## src/hdl/monomial_feature_expander_assert.svh

```systemverilog
// Assertion macros shared by the monomial feature expander RTL.
// Included by modules that check their own sequencing; no other dependencies.
`ifndef MONOMIAL_FEATURE_EXPANDER_ASSERT_SVH
`define MONOMIAL_FEATURE_EXPANDER_ASSERT_SVH

// same-cycle implication
`define MFE_ASSERT_IMPLIES(label, clk, rst, ante, cons) \
   label: assert property (@(posedge clk) disable iff (rst) (ante) |-> (cons)) \
      else $error("%m: check failed");

// next-cycle implication
`define MFE_ASSERT_NEXT(label, clk, rst, ante, cons) \
   label: assert property (@(posedge clk) disable iff (rst) (ante) |=> (cons)) \
      else $error("%m: check failed");

`endif

```

## src/hdl/mfe_pkg.sv

```systemverilog
// Shared types, constants and helpers for the monomial feature expander.
// No dependencies; imported by every module of the block.
package mfe_pkg;

   localparam int MAX_VARS    = 4;
   localparam int MAX_DEG     = 3;
   localparam int SAMPLE_BITS = 16;
   localparam int FRAC        = SAMPLE_BITS - 1;
   localparam int LVL_W       = $clog2(MAX_VARS);
   localparam int EXP_W       = $clog2(MAX_DEG + 1);
   localparam int CNT_W       = $clog2(MAX_VARS + 1);
   localparam int PROD_W      = 2 * SAMPLE_BITS;
   localparam int WIDE_W      = SAMPLE_BITS + 3;

   typedef logic signed [SAMPLE_BITS-1:0] sample_type;

   localparam sample_type QMAX = sample_type'((1 << FRAC) - 1);
   localparam sample_type QMIN = sample_type'(-(1 << FRAC));

   localparam logic [1:0] REG_NUM_VARS   = 2'd0;
   localparam logic [1:0] REG_MAX_DEGREE = 2'd1;
   localparam logic [1:0] REG_BASIS_MODE = 2'd2;

   typedef struct packed {
      logic load;
      logic cheb;
   } arith_ctrl_type;

   function automatic sample_type sat_wide(input logic signed [WIDE_W-1:0] v);
      if (v > WIDE_W'(QMAX)) begin
         return QMAX;
      end else if (v < WIDE_W'(QMIN)) begin
         return QMIN;
      end else begin
         return v[SAMPLE_BITS-1:0];
      end
   endfunction

endpackage

```

## src/hdl/mfe_arith.sv

```systemverilog
// Shared multiply, round and saturate unit of the monomial feature expander.
// Depends on mfe_pkg.
module mfe_arith (
   input  logic                   clock,
   input  mfe_pkg::arith_ctrl_type ctrl,
   input  mfe_pkg::sample_type    x,
   input  mfe_pkg::sample_type    cur,
   input  mfe_pkg::sample_type    prev,
   output mfe_pkg::sample_type    nxt
);
   import mfe_pkg::*;

   logic signed [PROD_W-1:0] prod_ff, prod_in;
   logic                     cheb_ff, cheb_in;
   logic signed [PROD_W:0]   pow_rnd;
   logic signed [PROD_W:0]   cheb_rnd;
   logic signed [WIDE_W-1:0] pow_val;
   logic signed [WIDE_W-1:0] cheb_val;

   assign prod_in = ctrl.load ? PROD_W'(x * cur) : prod_ff;
   assign cheb_in = ctrl.load ? ctrl.cheb : cheb_ff;

   always_ff @(posedge clock) begin
      prod_ff <= prod_in;
      cheb_ff <= cheb_in;
   end

   assign pow_rnd  = {prod_ff[PROD_W-1], prod_ff} + (PROD_W+1)'(1 << (FRAC - 1));
   assign cheb_rnd = {prod_ff[PROD_W-1], prod_ff} + (PROD_W+1)'(1 << (FRAC - 2));
   assign pow_val  = WIDE_W'($signed(pow_rnd[PROD_W:FRAC]));
   assign cheb_val = WIDE_W'(cheb_rnd[PROD_W:FRAC-1]) - WIDE_W'(prev);

   assign nxt = cheb_ff ? sat_wide(cheb_val) : sat_wide(pow_val);

endmodule

```

## src/hdl/monomial_feature_expander.sv

```systemverilog
// Input takes one coordinate per transfer; up to 35 products a point. After the transfer
// that completes a point, the first product follows the descend and emit states and any
// result stall. Each innermost product takes the descend, emit, advance and update states
// on one shared multiplier, plus a state per level unwound or descended.
// Input is not ready while a burst runs. Reset (synchronous, active high) clears control
// state and sets num_vars 2, max_degree 2, basis_mode 0; stored coordinates are kept.
`include "monomial_feature_expander_assert.svh"
module monomial_feature_expander (
   input  logic        clock,
   input  logic        reset,
   input  logic        req_tvalid,
   output logic        req_tready,
   input  logic [15:0] req_tdata,   // [15:0] coordinate
   output logic        rsp_tvalid,
   input  logic        rsp_tready,
   output logic [15:0] rsp_tdata,   // [15:0] product
   output logic        rsp_tlast,
   input  logic        csr_psel,
   input  logic        csr_penable,
   input  logic        csr_pwrite,
   input  logic [3:0]  csr_paddr,
   input  logic [31:0] csr_pwdata,
   output logic [31:0] csr_prdata,
   output logic        csr_pready
);
   import mfe_pkg::*;

   typedef enum logic [4:0] {
      ST_IDLE = 5'b00001,
      ST_DESC = 5'b00010,
      ST_EMIT = 5'b00100,
      ST_ADV  = 5'b01000,
      ST_UPD  = 5'b10000
   } state_type;

   state_type             state_ff, state_in;
   logic [2:0]            num_vars_ff, num_vars_in;
   logic [1:0]            max_degree_ff, max_degree_in;
   logic                  basis_mode_ff, basis_mode_in;
   logic [CNT_W-1:0]      load_cnt_ff, load_cnt_in;
   sample_type            coord_ff [MAX_VARS];
   sample_type            coord_in [MAX_VARS];
   sample_type            val_ff   [MAX_VARS];
   sample_type            val_in   [MAX_VARS];
   sample_type            prev_ff  [MAX_VARS];
   sample_type            prev_in  [MAX_VARS];
   logic [EXP_W-1:0]      exp_ff   [MAX_VARS];
   logic [EXP_W-1:0]      exp_in   [MAX_VARS];
   logic [EXP_W-1:0]      bud_ff   [MAX_VARS];
   logic [EXP_W-1:0]      bud_in   [MAX_VARS];
   logic [LVL_W-1:0]      lvl_ff, lvl_in;
   logic [LVL_W-1:0]      run_nvm1_ff, run_nvm1_in;
   logic                  run_cheb_ff, run_cheb_in;
   sample_type            rsp_data_ff, rsp_data_in;
   logic                  rsp_last_ff, rsp_last_in;
   logic                  rsp_valid_ff, rsp_valid_in;

   logic [LVL_W-1:0]      nvm1;
   logic                  complete;
   logic                  all_done;
   logic                  out_free;
   logic [LVL_W-1:0]      lvl_up;
   logic [LVL_W-1:0]      lvl_down;
   logic                  csr_write;
   arith_ctrl_type        arith_ctrl;
   sample_type            arith_nxt;

   always_comb begin
      priority if (num_vars_ff == 3'd0) begin
         nvm1 = '0;
      end else if (num_vars_ff > 3'(MAX_VARS)) begin
         nvm1 = LVL_W'(MAX_VARS - 1);
      end else begin
         nvm1 = LVL_W'(num_vars_ff - 3'd1);
      end
   end

   assign complete  = load_cnt_ff >= CNT_W'(nvm1);
   assign out_free  = !rsp_valid_ff || rsp_tready;
   assign lvl_up    = lvl_ff + LVL_W'(1);
   assign lvl_down  = lvl_ff - LVL_W'(1);
   assign csr_write = csr_psel && csr_penable && csr_pwrite && csr_pready;

   always_comb begin
      all_done = 1'b1;
      for (int i = 0; i < MAX_VARS; i++) begin
         if (LVL_W'(i) <= run_nvm1_ff && exp_ff[i] != bud_ff[i]) begin
            all_done = 1'b0;
         end
      end
   end

   assign arith_ctrl.load = (state_ff == ST_ADV) && (exp_ff[lvl_ff] < bud_ff[lvl_ff]);
   assign arith_ctrl.cheb = run_cheb_ff && (exp_ff[lvl_ff] != '0);

   mfe_arith u_arith (
      .clock (clock),
      .ctrl  (arith_ctrl),
      .x     (coord_ff[lvl_ff]),
      .cur   (val_ff[lvl_ff]),
      .prev  (prev_ff[lvl_ff]),
      .nxt   (arith_nxt)
   );

   always_comb begin
      state_in      = state_ff;
      num_vars_in   = num_vars_ff;
      max_degree_in = max_degree_ff;
      basis_mode_in = basis_mode_ff;
      load_cnt_in   = load_cnt_ff;
      coord_in      = coord_ff;
      val_in        = val_ff;
      prev_in       = prev_ff;
      exp_in        = exp_ff;
      bud_in        = bud_ff;
      lvl_in        = lvl_ff;
      run_nvm1_in   = run_nvm1_ff;
      run_cheb_in   = run_cheb_ff;
      rsp_data_in   = rsp_data_ff;
      rsp_last_in   = rsp_last_ff;
      rsp_valid_in  = rsp_valid_ff && !rsp_tready;

      if (csr_write) begin
         unique case (csr_paddr[3:2])
            REG_NUM_VARS:   num_vars_in   = csr_pwdata[2:0];
            REG_MAX_DEGREE: max_degree_in = csr_pwdata[1:0];
            REG_BASIS_MODE: basis_mode_in = csr_pwdata[0];
            default: ;
         endcase
      end

      unique case (state_ff)
         ST_IDLE: begin
            if (req_tvalid) begin
               coord_in[load_cnt_ff[LVL_W-1:0]] = req_tdata;
               if (complete) begin
                  load_cnt_in = '0;
                  lvl_in      = '0;
                  val_in[0]   = QMAX;
                  prev_in[0]  = '0;
                  exp_in[0]   = '0;
                  bud_in[0]   = EXP_W'(max_degree_ff);
                  run_nvm1_in = nvm1;
                  run_cheb_in = basis_mode_ff;
                  state_in    = ST_DESC;
               end else begin
                  load_cnt_in = load_cnt_ff + CNT_W'(1);
               end
            end
         end
         ST_DESC: begin
            if (lvl_ff < run_nvm1_ff) begin
               val_in[lvl_up]  = val_ff[lvl_ff];
               prev_in[lvl_up] = '0;
               exp_in[lvl_up]  = '0;
               bud_in[lvl_up]  = bud_ff[lvl_ff] - exp_ff[lvl_ff];
               lvl_in          = lvl_up;
            end else begin
               state_in = ST_EMIT;
            end
         end
         ST_EMIT: begin
            if (out_free) begin
               rsp_data_in  = val_ff[lvl_ff];
               rsp_last_in  = all_done;
               rsp_valid_in = 1'b1;
               state_in     = ST_ADV;
            end
         end
         ST_ADV: begin
            priority if (exp_ff[lvl_ff] < bud_ff[lvl_ff]) begin
               state_in = ST_UPD;
            end else if (lvl_ff == '0) begin
               state_in = ST_IDLE;
            end else begin
               lvl_in = lvl_down;
            end
         end
         ST_UPD: begin
            val_in[lvl_ff]  = arith_nxt;
            prev_in[lvl_ff] = val_ff[lvl_ff];
            exp_in[lvl_ff]  = exp_ff[lvl_ff] + EXP_W'(1);
            state_in        = ST_DESC;
         end
         default: state_in = ST_IDLE;
      endcase
   end

   always_ff @(posedge clock) begin
      if (reset) begin
         state_ff      <= ST_IDLE;
         num_vars_ff   <= 3'd2;
         max_degree_ff <= 2'd2;
         basis_mode_ff <= 1'b0;
         load_cnt_ff   <= '0;
         lvl_ff        <= '0;
         run_nvm1_ff   <= '0;
         run_cheb_ff   <= 1'b0;
         rsp_valid_ff  <= 1'b0;
      end else begin
         state_ff      <= state_in;
         num_vars_ff   <= num_vars_in;
         max_degree_ff <= max_degree_in;
         basis_mode_ff <= basis_mode_in;
         load_cnt_ff   <= load_cnt_in;
         lvl_ff        <= lvl_in;
         run_nvm1_ff   <= run_nvm1_in;
         run_cheb_ff   <= run_cheb_in;
         rsp_valid_ff  <= rsp_valid_in;
      end
   end

   always_ff @(posedge clock) begin
      coord_ff    <= coord_in;
      val_ff      <= val_in;
      prev_ff     <= prev_in;
      exp_ff      <= exp_in;
      bud_ff      <= bud_in;
      rsp_data_ff <= rsp_data_in;
      rsp_last_ff <= rsp_last_in;
   end

   always_comb begin
      unique case (csr_paddr[3:2])
         REG_NUM_VARS:   csr_prdata = {29'd0, num_vars_ff};
         REG_MAX_DEGREE: csr_prdata = {30'd0, max_degree_ff};
         REG_BASIS_MODE: csr_prdata = {31'd0, basis_mode_ff};
         default:        csr_prdata = 32'd0;
      endcase
   end

   assign csr_pready = 1'b1;
   assign req_tready = (state_ff == ST_IDLE);
   assign rsp_tvalid = rsp_valid_ff;
   assign rsp_tdata  = rsp_data_ff;
   assign rsp_tlast  = rsp_last_ff;

   `MFE_ASSERT_IMPLIES(a_cnt_range, clock, reset, 1'b1, load_cnt_ff < CNT_W'(MAX_VARS))
   `MFE_ASSERT_IMPLIES(a_lvl_range, clock, reset, state_ff != ST_IDLE, lvl_ff <= run_nvm1_ff)
   `MFE_ASSERT_IMPLIES(a_exp_budget, clock, reset, state_ff != ST_IDLE, exp_ff[lvl_ff] <= bud_ff[lvl_ff])
   `MFE_ASSERT_NEXT(a_last_flag, clock, reset, state_ff == ST_EMIT && out_free && all_done, rsp_tvalid && rsp_tlast && state_ff == ST_ADV)

endmodule
```

## config.mk

```make
export PLATFORM = sky130hd
export DESIGN_NAME = monomial_feature_expander
export DESIGN_NICKNAME = d
export VERILOG_FILES = /design/src/hdl/mfe_pkg.sv /design/src/hdl/mfe_arith.sv /design/src/hdl/monomial_feature_expander.sv
export VERILOG_INCLUDE_DIRS = /design/src /design/src/hdl
export SDC_FILE = /design/constraint.sdc
export NUM_CORES = 1
export LEC_CHECK = 0
export ABC_CLOCK_PERIOD_IN_PS = 10300
export BUFFER_PORTS_ARGS = -buffer_cell sky130_fd_sc_hd__buf_2
export CAP_MARGIN = 15
export CORE_MARGIN = 2
export CORE_UTILIZATION = 64
export CTS_BUF_LIST = sky130_fd_sc_hd__clkbuf_16
export DETAILED_ROUTE_END_ITERATION = 10
export PLACE_DENSITY = 0.88
export SLEW_MARGIN = 20
export SYNTH_ARGS = -nofsm -noshare
export SYNTH_HDL_FRONTEND = slang
export SYNTH_SLANG_ARGS = --single-unit
```

## constraint.sdc

```tcl
create_clock -name clock -period 10.3 [get_ports clock]
set_input_delay 2.575 -clock clock [delete_from_list [all_inputs] [get_ports clock]]
set_output_delay 2.575 -clock clock [all_outputs]
set_load 0.05 [all_outputs]
```

# [Yosys cells after proc, flatten, opt, wreduce, memory -nomap -nowiden]
# Cells that the tools add are included.
[classes] n_addsub=9 n_mul=1 n_lt_le_gt_ge=18 n_eq_ne=19 n_mux=73 bitwise=7 reduce_logical=36
[ops] op="2-to-1 mux 16 bit" n=18
[ops] op="bitwise mux 64 bit" n=4
[ops] op="case mux 48 bit (2 select lines)" n=2
[ops] op="2-to-1 mux 64 bit" n=2
[ops] op="binary-select mux 16 bit (select 2 bit)" n=3
[ops] op="demux 16 bit (select 2 bit)" n=3
[ops] op="case mux 16 bit (3 select lines)" n=2
[ops] op="bitwise AND 64 bit" n=1
[ops] op="NOT 64 bit" n=1
[ops] op="adder 32 x 15 -> 33 bit (second input constant)" n=1
[ops] op="adder 32 x 16 -> 33 bit (second input constant)" n=1
[ops] op="multiplier 16 x 16 -> 32 bit" n=1
[ops] op="2-to-1 mux 2 bit" n=15
[ops] op="2-to-1 mux 5 bit" n=6
[ops] op="case mux 5 bit (5 select lines)" n=1
[ops] op="> comparator 19 x 16 -> 1 bit (second input constant)" n=1
[ops] op="< comparator 19 x 16 -> 1 bit (second input constant)" n=1
[ops] op="subtractor 19 bit" n=1
[ops] op="> comparator 18 x 16 -> 1 bit (second input constant)" n=1
[ops] op="< comparator 18 x 16 -> 1 bit (second input constant)" n=1
[ops] op="bitwise mux 8 bit" n=2
[ops] op="2-to-1 mux 8 bit" n=2
[ops] op="AND reduction 2 bit" n=7
[ops] op="logical AND 1 bit" n=12
[ops] op="other kinds (44)" n=74
[word_totals] regBits=278 inputBits=59 output_inout_bits=52 wordCells=196

# [Logic depth before layout (Yosys ltp)]
# Gate-level depths: netlist of run 1.
[logic_depth] word_depth=11 depth_mapped=31 ltp_nobuf=27

# [Cells and area by module]
# From an unflattened synthesis of run 1, not the netlist that was laid out.
[unflattened] cells_unflattened=2108 hier_area_um2=23595.1
[modules_own_cells] module="mfe_arith" n_inst=1 cells_per_inst=1370 area_per_inst_um2=12076.6 seq_area_each_um2=600.6
[modules_own_cells] module="monomial_feature_expander" n_inst=1 cells_per_inst=738 area_per_inst_um2=11518.5 seq_area_each_um2=7156.9

# [Worst setup path after synthesis of run 1]
# Ideal clock, no wire load.
[synth_timing] path_type="register to register" start="register lvl_ff[0]" end="register u_arith.prod_ff[30] (data pin)" setup_time_ns=0.258 t_arrival_ns=7.577 t_required_ns=10.042 path_slack_ns=2.466 stages_incl_launch_ff=28 path_buffers=4 synth_period_minus_slack_ns=7.834 cell_sequence="dfxtp_1 > buf_2 > buf_2 > clkbuf_1 > buf_1 > mux2_2 > o21ai_1 > nor2_1 > fa_1 > inv_1 > fa_1 > inv_1 > fa_1 > fa_1 > fa_1 > inv_1 > fa_1 > inv_1 > ha_1 > a21o_1 > a21o_1 > a21oi_1 > o221ai_1 > nor2_1 > o21ai_0 > a221o_1 > a21oi_1 > xnor2_1"
[synth_between] elab_chain_cells=5 word_cells_on_any_way=8 classes_between="mul (1); mux (6); bitwise (1)"
[synth_lines] element="start: declaration" line="monomial_feature_expander.sv:51" source="logic [LVL_W-1:0] lvl_ff, lvl_in;"
[synth_lines] element="start signal: assignment" line="monomial_feature_expander.sv:206" source="lvl_ff <= lvl_in;"
[synth_lines] element="NOT 2 -> 3 bit (implied by the code) (*)" line="monomial_feature_expander.sv:99, monomial_feature_expander.sv:100"
[synth_lines] element="binary-select mux 16 bit (select 2 bit), on equally long branches" line="monomial_feature_expander.sv:99, monomial_feature_expander.sv:100"
[synth_lines] element="2-to-1 mux 16 bit, on equally long branches (2 in a row)" line="monomial_feature_expander.sv:99, monomial_feature_expander.sv:100"
[synth_lines] element="multiplier 16 x 16 -> 32 bit (*)" line="mfe_arith.sv:20" source="assign prod_in = ctrl.load ? PROD_W'(x * cur) : prod_ff;"
[synth_lines] element="end signal: assignment" line="mfe_arith.sv:24" source="prod_ff <= prod_in;"
[synth_lines] element="end: declaration" line="mfe_arith.sv:13" source="logic signed [PROD_W-1:0] prod_ff, prod_in;"
# Mark *: on every way between the ends. The rest lies on a longest branch, timed or not. The select of a mux whose other input is x is not followed.
# A chain may end at the register's enable or synchronous reset.

# [Worst setup path in the final report of run 1]
[layout_timing] start="register lvl_ff[1]" end="register u_arith.prod_ff[30] (data pin)"
# Same word-level chain as after synthesis.

==> reports/metrics.cfg, run 1 <==
[logic_synthesis]
synthesis.area_um2=23600
synth_compound_area_frac=0.101
synth_cells=2235
ys_warn_count=0
synth_top_family_by_area=adder cells
synthSimpleGateAreaFrac=0.111
yosys_register_bits=265
yosysSeqAreaShare=0.329
synth.avg_cell_area_um2=10.6
async_reset_ff_frac=0
synth_edf_count=245
synthAdderAreaFrac=0.285
yosysUniqueCellTypes=68
synth_xor_area_frac=0.0312
synthMuxAreaShare=0.0601
synthFlopType=edfxtp_1

[placement]
routabilityCongestion=0.956
dp_hpwl_um=43800
place_ws_ps=1700
port_buffers=49

[die]
die_w_um=196
io_pins=111
core_um2=36400
start_util=0.648
die_h_um=196
row_count=70
die_area_um2=38400

[clocking]
cts_resized=0
clk_path_buf_depth=3
h-tree-depth=1
cts_hold_buf=0
tritoncts=yes
path_clk_slew_ps=60
post-cts-setup-buffers=0
cts_sinks=265
root_buffer=clkbuf_16
clk_latency_ps=580
cts_made_buffers=28

[critical_path]
crit_chain=buf_4 > o21ai_0 > inv_1 > nand2_1 > fa_1 > inv_1 > fa_1 > fa_1 > fa_1 > fa_1 > inv_1 > fa_1 > inv_1 > ha_1 > and3_1 > nand3_1 > a211oi_1 > nor2_1 > o21ai_0 > a221o_1 > a21oi_1 > xnor2_1
r2r_start=lvl_ff[1]$_SDFFE_PP0P_
path_class=flip-flop to flip-flop
crit_fanout=44
crit_family=adder cells
cp.depth=22
worstReg2RegEnd=u_arith.prod_ff[30]$_DFFE_PP_
crit_top_cell=fa_1
worstSetupStartpointType=flip-flop
critPathArrivalTime_ps=9150
crit_required_ps=10620
slowest_stage=dfxtp_2
cpPeakStageDelay_ps=1090
cp-end-kind=flip-flop
ff2ff_setup_slack_ps=1460
reg2reg_depth=22
crit_buf_inv=5

[timing]
worst_slack_ps=1460
hold_viol=0
finalSetupViolCount=0
period_minus_slack_ps=8840
rsz0062_at_grt=no
tns_ps=0
clock_skew_ps=16.8
report.final.slew_viol_count=0
slew_headroom=0.192
period_share=0.858
tightest_slew_ps=1210
fmax_ghz=0.113

[drt]
final_antenna_net_count=0
routed_wl_um=61700
routedWlPerCell_um=22.7
via_per_inst=6.41
first_pass_iters=6
first_iter_violations=1677
drc=0
vias=17450

[global_routing]
grt_pass1_wl_um=97900
grt_pass1_vias=18566
grt_overflow=0
track_usage=0.329
antenna_found_initial=1
grt_max_degree=49

[final_layout]
final_util=0.687
drive_gt1_frac=0.0829
area_delta_synth_final_pct=6.05
finish.net_count=2670

[worst_hold_path]
worstHoldStart=load_cnt_ff[2]$_SDFFE_PP0P_
hold_class=flip-flop to flip-flop
whs_path_depth=2
hold_end=load_cnt_ff[2]$_SDFFE_PP0P_

[run]
drv_cap=0

[outcome]
status=complete, no violations

metrics by stage:
stage | instance area (um^2) | hold WS (ps) | cells
floorplan | 23700 | 444 | 2263
global placement | 24100 | 457 | 2670
detailed placement | 24100 | 475 | 2671
CTS | 25000 | 481 | 2723
global route | 25000 | 516 | 2723
finish | 25000 | 480 | 2724
worst reg2reg max path, delay by kind of cell (launching register included):
family | cells | cell delay [ps]
fa+ha+maj | 7 | 4070
buf+inv | 5 | 1150
simple gates | 4 | 760
xor+xnor | 1 | 140
compound gates | 5 | 1360
flops | 1 | 1090
sequential cells by signal (all words and copies together), names as in the netlist:
| signal | cells |
|---|---|
| lvl_ff | 2 |
| rsp_tlast | 1 |
| u_arith.cheb_ff | 1 |
| coord_ff | 64 |
| run_cheb_ff | 1 |
| state_ff | 5 |
| load_cnt_ff | 3 |
| val_ff | 64 |
| max_degree_ff | 2 |
| basis_mode_ff | 1 |
| bud_ff | 8 |
| num_vars_ff | 3 |
| rsp_tvalid | 1 |
| u_arith.prod_ff | 19 |
| run_nvm1_ff | 2 |
| rsp_tdata | 16 |
| exp_ff | 8 |
| prev_ff | 64 |
Yosys cell counts, types with 36 or more instances:
cell	instances	share of area
fa_1	263	0.22
a21oi_1	44	0.0093
nand2_1	277	0.044
edfxtp_1	245	0.31
xnor2_1	56	0.021
and2_1	83	0.022
mux4_2	36	0.034
o21ai_0	102	0.022
mux2i_1	45	0.019
ha_1	115	0.061
inv_1	354	0.056
nor2_1	128	0.020
clkbuf_1	80	0.013
worst max path at each step:
stage,startpoint,to,slack (ps)
after floorplan,lvl_ff[0]$_SDFFE_PP0P_,u_arith.prod_ff[30]$_DFFE_PP_,2470
after global placement,lvl_ff[0]$_SDFFE_PP0P_,u_arith.prod_ff[30]$_DFFE_PP_,2040
after detailed placement,lvl_ff[1]$_SDFFE_PP0P_,u_arith.prod_ff[31]$_DFFE_PP_,1700
after CTS,lvl_ff[1]$_SDFFE_PP0P_,u_arith.prod_ff[31]$_DFFE_PP_,1640
after global routing,lvl_ff[0]$_SDFFE_PP0P_,u_arith.prod_ff[30]$_DFFE_PP_,1010
final,lvl_ff[1]$_SDFFE_PP0P_,u_arith.prod_ff[30]$_DFFE_PP_,1460
metal layers:
metal / vias up / part of all wire / track usage
li1: 7405 / - / -
met3: 278 / 0.12 / 0.0787
met5: - / 0 / 0
met1: 8562 / 0.35 / 0.412
met2: 1205 / 0.48 / 0.545
met4: 0 / 0.048 / 0.157
layout make-up:
type	count	area (um^2)
Sequential cell	265	7760
Timing Repair Buffer	72	443
Tap cell	468	586
Inverter	354	1330
Clock inverter	21	115
Multi-Input combinational cell	1512	14000
Antenna cell	1	2.50
Fill cell	2435	11400
Clock buffer	31	776
kinds of logic (layout without fill, tap and decap cells):
family	count (synthesis)	in the layout
compound gates	338	338
xor+xnor	84	84
fa+ha+maj	379	379
buf+inv	486	478
flops	265	265
mux	95	95
other cells	2	31
simple gates	586	586
cell usage in the layout, fill, tap and decap left out, drive strengths merged, types with 44 or more instances in the layout:
master | synthesis | final
a21oi | 44 | 44
and2 | 84 | 84
buf | 52 | 72
edfxtp | 245 | 245
fa | 263 | 263
ha | 115 | 115
inv | 354 | 367
mux2i | 45 | 45
nand2 | 277 | 277
nor2 | 128 | 128
o21ai | 111 | 111
xnor2 | 56 | 56
Power of run 1 is left out: the tool's default activity adds up to more than one toggle a clock period on the data nets, which glitch-free logic cannot reach.
==> run 2, diff against run 1 <==
--- a/config.mk
+++ b/config.mk
@@ -7,13 +7,15 @@
 export NUM_CORES = 1
 export LEC_CHECK = 0
 export ABC_CLOCK_PERIOD_IN_PS = 10300
-export BUFFER_PORTS_ARGS = -buffer_cell sky130_fd_sc_hd__buf_2
+export BUFFER_PORTS_ARGS = -buffer_cell sky130_fd_sc_hd__buf_4
 export CAP_MARGIN = 15
 export CORE_MARGIN = 2
 export CORE_UTILIZATION = 64
 export CTS_BUF_LIST = sky130_fd_sc_hd__clkbuf_16
 export DETAILED_ROUTE_END_ITERATION = 10
 export PLACE_DENSITY = 0.88
+export RECOVER_POWER = 100
+export SETUP_SLACK_MARGIN = 0.15
 export SLEW_MARGIN = 20
 export SYNTH_ARGS = -nofsm -noshare
 export SYNTH_HDL_FRONTEND = slang
==> reports/metrics.cfg, run 2 (same netlist as run 1, synthesis figures left out) <==
[die]
io_pins=111  ; unchanged
die_area_um2=38400  ; unchanged
die_h_um=196  ; unchanged
core_um2=36400  ; unchanged
start_util=0.648  ; unchanged
row_count=70  ; unchanged
die_w_um=196  ; unchanged

[final_layout]
drive_gt1_frac=0.0525  ; was 0.0829
num_antenna_cells=0  ; was 1
finalNonFillerCells=2717  ; was 2724
multi_input_area_um2=13900  ; was 14000 um^2
nFillCells=2448  ; was 2435
final_common_cell=inv_1  ; unchanged
regArea_um2=7760  ; about the same
area_delta_synth_final_pct=4.99  ; was 6.05%
final_cell_mix=359 x inv_1, 277 x nand2_1, 263 x fa_1, 245 x edfxtp_1, 126 x nor2_1  ; was 365 x inv_1, 277 x nand2_1, 263 x fa_1, 245 x edfxtp_1, 124 x nor2_1
reg_top3=coord_ff x64, prev_ff x64, val_ff x64  ; unchanged
finish.net_count=2666  ; was 2670
stdcell_area_um2=24800  ; was 25000 um^2

[drt]
vias=17561  ; was 17450
routedWlPerCell_um=23.2  ; was 22.7 um
first_pass_iters=6  ; unchanged
routed_wl_um=63100  ; was 61700 um
final_antenna_net_count=0  ; unchanged
drc=0  ; unchanged
first_iter_violations=2377  ; was 1677
via_per_inst=6.46  ; was 6.41

[clocking]
tritoncts=yes  ; unchanged
path_clk_slew_ps=60  ; about the same
cts_resized=0  ; unchanged
cts_made_buffers=27  ; was 28
root_buffer=clkbuf_16  ; unchanged
h-tree-depth=1  ; unchanged
clk_latency_ps=570  ; was 580 ps
post-cts-setup-buffers=0  ; unchanged
cts_hold_buf=0  ; unchanged
cts_sinks=265  ; unchanged
clk_path_buf_depth=3  ; unchanged

[timing]
report.final.slew_viol_count=97  ; was 0
tightest_slew_ps=2540  ; was 1210 ps
rsz0062_at_grt=no  ; unchanged
hold_viol=0  ; unchanged
period_minus_slack_ps=9010  ; was 8840 ps
tns_ps=0  ; unchanged
fmax_ghz=0.111  ; was 0.113 GHz
period_share=0.875  ; was 0.858
clock_skew_ps=13.2  ; was 16.8 ps
finalSetupViolCount=0  ; unchanged
slew_headroom=-0.691  ; was 0.192

[outcome]
status=complete, but fails checks  ; was complete, no violations
violations=max-capacitance violations, max-slew violations

[critical_path]
critPathArrivalTime_ps=9320  ; was 9150 ps
worstSetupStartpointType=flip-flop  ; unchanged
cp-end-kind=flip-flop  ; unchanged
crit_fanout=35  ; was 44
path_class=flip-flop to flip-flop  ; unchanged
crit_required_ps=10610  ; was 10620 ps

[placement]
port_buffers=49  ; unchanged
routabilityCongestion=0.950  ; was 0.956
dpl_cell_area_um2=24200  ; was 24100 um^2
dp_hpwl_um=44100  ; was 43800 um
dp.cells=2668  ; was 2671

[global_routing]
grt_max_degree=37  ; was 49
grt_pass1_wl_um=100000  ; was 97900 um
track_usage=0.338  ; was 0.329
antenna_found_initial=0  ; was 1
grt_pass1_vias=18505  ; was 18566
grt_overflow=0  ; unchanged

[worst_hold_path]
hold_class=flip-flop to flip-flop  ; unchanged

[run]
drv_cap=4  ; was 0

run 2: final timing paths:
path,start,endpoint,slack [ps],depth (start not counted)
worst max-delay path,lvl_ff[0]$_SDFFE_PP0P_,u_arith.prod_ff[28]$_DFFE_PP_,1290,27
worst min-delay path,load_cnt_ff[2]$_SDFFE_PP0P_,load_cnt_ff[2]$_SDFFE_PP0P_,480,2
worst min register to register,load_cnt_ff[2]$_SDFFE_PP0P_,load_cnt_ff[2]$_SDFFE_PP0P_,480,2
worst max register to register,lvl_ff[0]$_SDFFE_PP0P_,u_arith.prod_ff[28]$_DFFE_PP_,1290,27
run 2: final cells by class:
cell class / instances / share of cell area
Inverter: 354 / 0.0536
Clock inverter: 22 / 0.00636
Timing Repair Buffer: 69 / 0.0135
Tap cell: 468 / 0.0236
Multi-Input combinational cell: 1512 / 0.562
Clock buffer: 27 / 0.0273
Sequential cell: 265 / 0.313
run 2: routing by layer:
layer / up-vias / global-route usage / wire length, um
met5: - / 0 / 0
li1: 7378 / - / -
met2: 1334 / 0.549 / 29700
met3: 337 / 0.0858 / 8200
met4: 0 / 0.185 / 3910
met1: 8512 / 0.417 / 21200
run 2: metrics by stage:
stage / util / setup slack, ps / hold slack (ps)
2_1_floorplan: - / 2470 / 444
3_3_place_gp: 0.664 / 2050 / 456
3_5_place_dp: 0.664 / 1860 / 466
4_1_cts: 0.687 / 1810 / 476
5_1_grt: 0.680 / 888 / 498
6_report: 0.680 / 1290 / 482
run 2: worst max-delay path: stages (launching register included):
cell	delay (ps)
dfxtp_4	780
mux2_2	400
o21ai_0	610
clkbuf_1	500
inv_1	500
and2_1	310
fa_1	550
inv_1	60
fa_1	480
inv_1	70
ha_1	140
inv_1	50
fa_1	530
inv_1	50
fa_1	490
inv_1	60
fa_1	520
inv_1	40
ha_1	290
nand4_1	170
nor3_1	270
nand4_1	390
a211oi_1	470
nor2_1	170
o21ai_0	340
and2_0	250
a21oi_1	100
xnor2_1	130
Power of run 2 is left out for the same reason.
==> run 3, diff against run 2 <==
--- a/config.mk
+++ b/config.mk
@@ -10,10 +10,10 @@
 export BUFFER_PORTS_ARGS = -buffer_cell sky130_fd_sc_hd__buf_4
 export CAP_MARGIN = 15
 export CORE_MARGIN = 2
-export CORE_UTILIZATION = 64
-export CTS_BUF_LIST = sky130_fd_sc_hd__clkbuf_16
+export CORE_UTILIZATION = 65
+export CTS_BUF_LIST = sky130_fd_sc_hd__clkbuf_8
 export DETAILED_ROUTE_END_ITERATION = 10
-export PLACE_DENSITY = 0.88
+export PLACE_DENSITY = 0.89
 export RECOVER_POWER = 100
 export SETUP_SLACK_MARGIN = 0.15
 export SLEW_MARGIN = 20
==> reports/metrics.cfg, run 3 (same netlist as run 1, synthesis figures left out) <==
[timing]
fmax_ghz=0.112  ; was 0.111 GHz
hold_viol=0  ; unchanged
rsz0062_at_grt=no  ; unchanged
clock_skew_ps=34.0  ; was 13.2 ps
tns_ps=0  ; unchanged
slew_headroom=-0.152  ; was -0.691
period_share=0.868  ; was 0.875
finalSetupViolCount=0  ; unchanged
report.final.slew_viol_count=63  ; was 97
tightest_slew_ps=1720  ; was 2540 ps
period_minus_slack_ps=8940  ; was 9010 ps

[clocking]
root_buffer=clkbuf_8  ; was clkbuf_16
clk_path_buf_depth=3  ; unchanged
clk_latency_ps=570  ; about the same
cts_hold_buf=0  ; unchanged
h-tree-depth=2  ; was 1
cts_made_buffers=41  ; was 27
path_clk_slew_ps=60  ; about the same
tritoncts=yes  ; unchanged
post-cts-setup-buffers=0  ; unchanged
cts_resized=0  ; unchanged
cts_sinks=265  ; unchanged

[critical_path]
cpPeakStageDelay_ps=1100  ; was 780 ps
crit_fanout=26  ; was 35
crit_buf_inv=5  ; was 8
critPathArrivalTime_ps=9240  ; was 9320 ps
crit_family=adder cells  ; unchanged
worstReg2RegEnd=u_arith.prod_ff[30]$_DFFE_PP_  ; was u_arith.prod_ff[28]$_DFFE_PP_
worstSetupStartpointType=flip-flop  ; unchanged
slowest_stage=dfxtp_1  ; was dfxtp_4
cp-end-kind=flip-flop  ; unchanged
crit_chain=clkbuf_1 > o21ai_0 > inv_1 > nand2_1 > fa_1 > fa_1 > inv_1 > fa_1 > fa_1 > fa_1 > inv_1 > fa_1 > inv_1 > ha_1 > a21o_1 > a21oi_1 > o221ai_1 > nor2_1 > o21ai_0 > a221o_1 > a21oi_1 > xnor2_1
crit_top_cell=fa_1  ; was inv_1
path_class=flip-flop to flip-flop  ; unchanged
cp.depth=22  ; was 27
ff2ff_setup_slack_ps=1360  ; was 1290 ps
crit_required_ps=10600  ; was 10610 ps
r2r_start=lvl_ff[1]$_SDFFE_PP0P_  ; was lvl_ff[0]$_SDFFE_PP0P_
reg2reg_depth=22  ; was 27

[die]
start_util=0.662  ; was 0.648
die_area_um2=37800  ; was 38400 um^2
die_h_um=195  ; was 196 um
row_count=69  ; was 70
core_um2=35700  ; was 36400 um^2
io_pins=111  ; unchanged
die_w_um=195  ; was 196 um

[final_layout]
multi_input_area_um2=13900  ; about the same
area_delta_synth_final_pct=4.76  ; was 4.99%
final_common_cell=inv_1  ; unchanged
stdcell_area_um2=24700  ; was 24800 um^2
nFillCells=2405  ; was 2448
final_cell_mix=362 x inv_1, 277 x nand2_1, 263 x fa_1, 245 x edfxtp_1, 126 x nor2_1  ; was 359 x inv_1, 277 x nand2_1, 263 x fa_1, 245 x edfxtp_1, 126 x nor2_1
regArea_um2=7760  ; unchanged
reg_top3=coord_ff x64, prev_ff x64, val_ff x64  ; unchanged
final_util=0.693  ; was 0.680
num_antenna_cells=0  ; unchanged
finish.net_count=2680  ; was 2666
drive_gt1_frac=0.0585  ; was 0.0525

[placement]
routabilityCongestion=0.962  ; was 0.950
dp_hpwl_um=44100  ; about the same
port_buffers=49  ; unchanged
dpl_cell_area_um2=24200  ; about the same

[global_routing]
grt_util_met1=0.425  ; was 0.417
grt-busiest-layer=met2  ; unchanged
grt_use_met2=0.549  ; about the same
grt_pass1_vias=18384  ; was 18505
antenna_found_initial=2  ; was 0
grt_pass1_wl_um=97500  ; was 100000 um
use_met3=0.0621  ; was 0.0858
grt_max_degree=35  ; was 37
track_usage=0.331  ; was 0.338
grt_overflow=0  ; unchanged

[drt]
first_pass_iters=6  ; unchanged
vias=17516  ; was 17561
routed_wl_um=61300  ; was 63100 um
via_per_inst=6.41  ; was 6.46
drc=0  ; unchanged
routedWlPerCell_um=22.4  ; was 23.2 um
first_iter_violations=1976  ; was 2377
final_antenna_net_count=0  ; unchanged

[worst_hold_path]
whs_path_depth=2  ; unchanged
hold_class=flip-flop to flip-flop  ; unchanged
worstHoldStart=load_cnt_ff[2]$_SDFFE_PP0P_  ; unchanged
hold_end=load_cnt_ff[2]$_SDFFE_PP0P_  ; unchanged

[outcome]
violations=max-capacitance violations, max-slew violations  ; unchanged
status=complete, but fails checks  ; unchanged

[run]
drv_cap=4  ; unchanged

==> run 3: changes by cell type in the layout (fill, tap and decap cells not counted), moves of 2 or more <==
cell / before / now
clkbuf_1: 49 / 51
inv_6: 3 / 0
inv_1: 359 / 362
buf_4: 19 / 17
clkinv_1: 8 / 10
clkbuf_8: 0 / 43
clkbuf_16: 27 / 0
clkinv_2: 3 / 8
==> run 3: layout make-up <==
cell class,instances,area share
Multi-Input combinational cell,1512,0.563
Sequential cell,265,0.314
Inverter,354,0.0538
Clock buffer,43,0.0239
Tap cell,461,0.0233
Timing Repair Buffer,69,0.0132
Clock inverter,30,0.00866
==> run 3: worst max path at each step <==
stage	startpoint	to	slack [ps]
finish	lvl_ff[1]$_SDFFE_PP0P_	u_arith.prod_ff[30]$_DFFE_PP_	1360
global route	lvl_ff[1]$_SDFFE_PP0P_	u_arith.prod_ff[30]$_DFFE_PP_	1100
CTS	lvl_ff[0]$_SDFFE_PP0P_	u_arith.prod_ff[30]$_DFFE_PP_	1910
detailed placement	lvl_ff[0]$_SDFFE_PP0P_	u_arith.prod_ff[30]$_DFFE_PP_	1960
global placement	lvl_ff[0]$_SDFFE_PP0P_	u_arith.prod_ff[30]$_DFFE_PP_	2100
floorplan	lvl_ff[0]$_SDFFE_PP0P_	u_arith.prod_ff[30]$_DFFE_PP_	2470
==> run 3: routing by layer <==
layer  part of all wire  routed length, um
met1               0.35              21600
met2               0.48              29700
met3               0.11               6960
met4              0.050               3060
met5                  0                  0
==> run 3: stage by stage <==
step	std cells	setup slack (ps)	hold slack [ps]
global route	2734	1100	510
global placement	2660	2100	457
finish	2734	1360	493
floorplan	2263	2470	444
CTS	2733	1910	483
detailed placement	2660	1960	472
==> run 3: worst min-delay path, delay by kind of cell (launching register included) <==
kind,cells,cell delay [ps]
and+or+nand+nor,1,60
DFF,1,330
AOI/OAI and AO/OA,1,60
Power of run 3 is left out for the same reason.
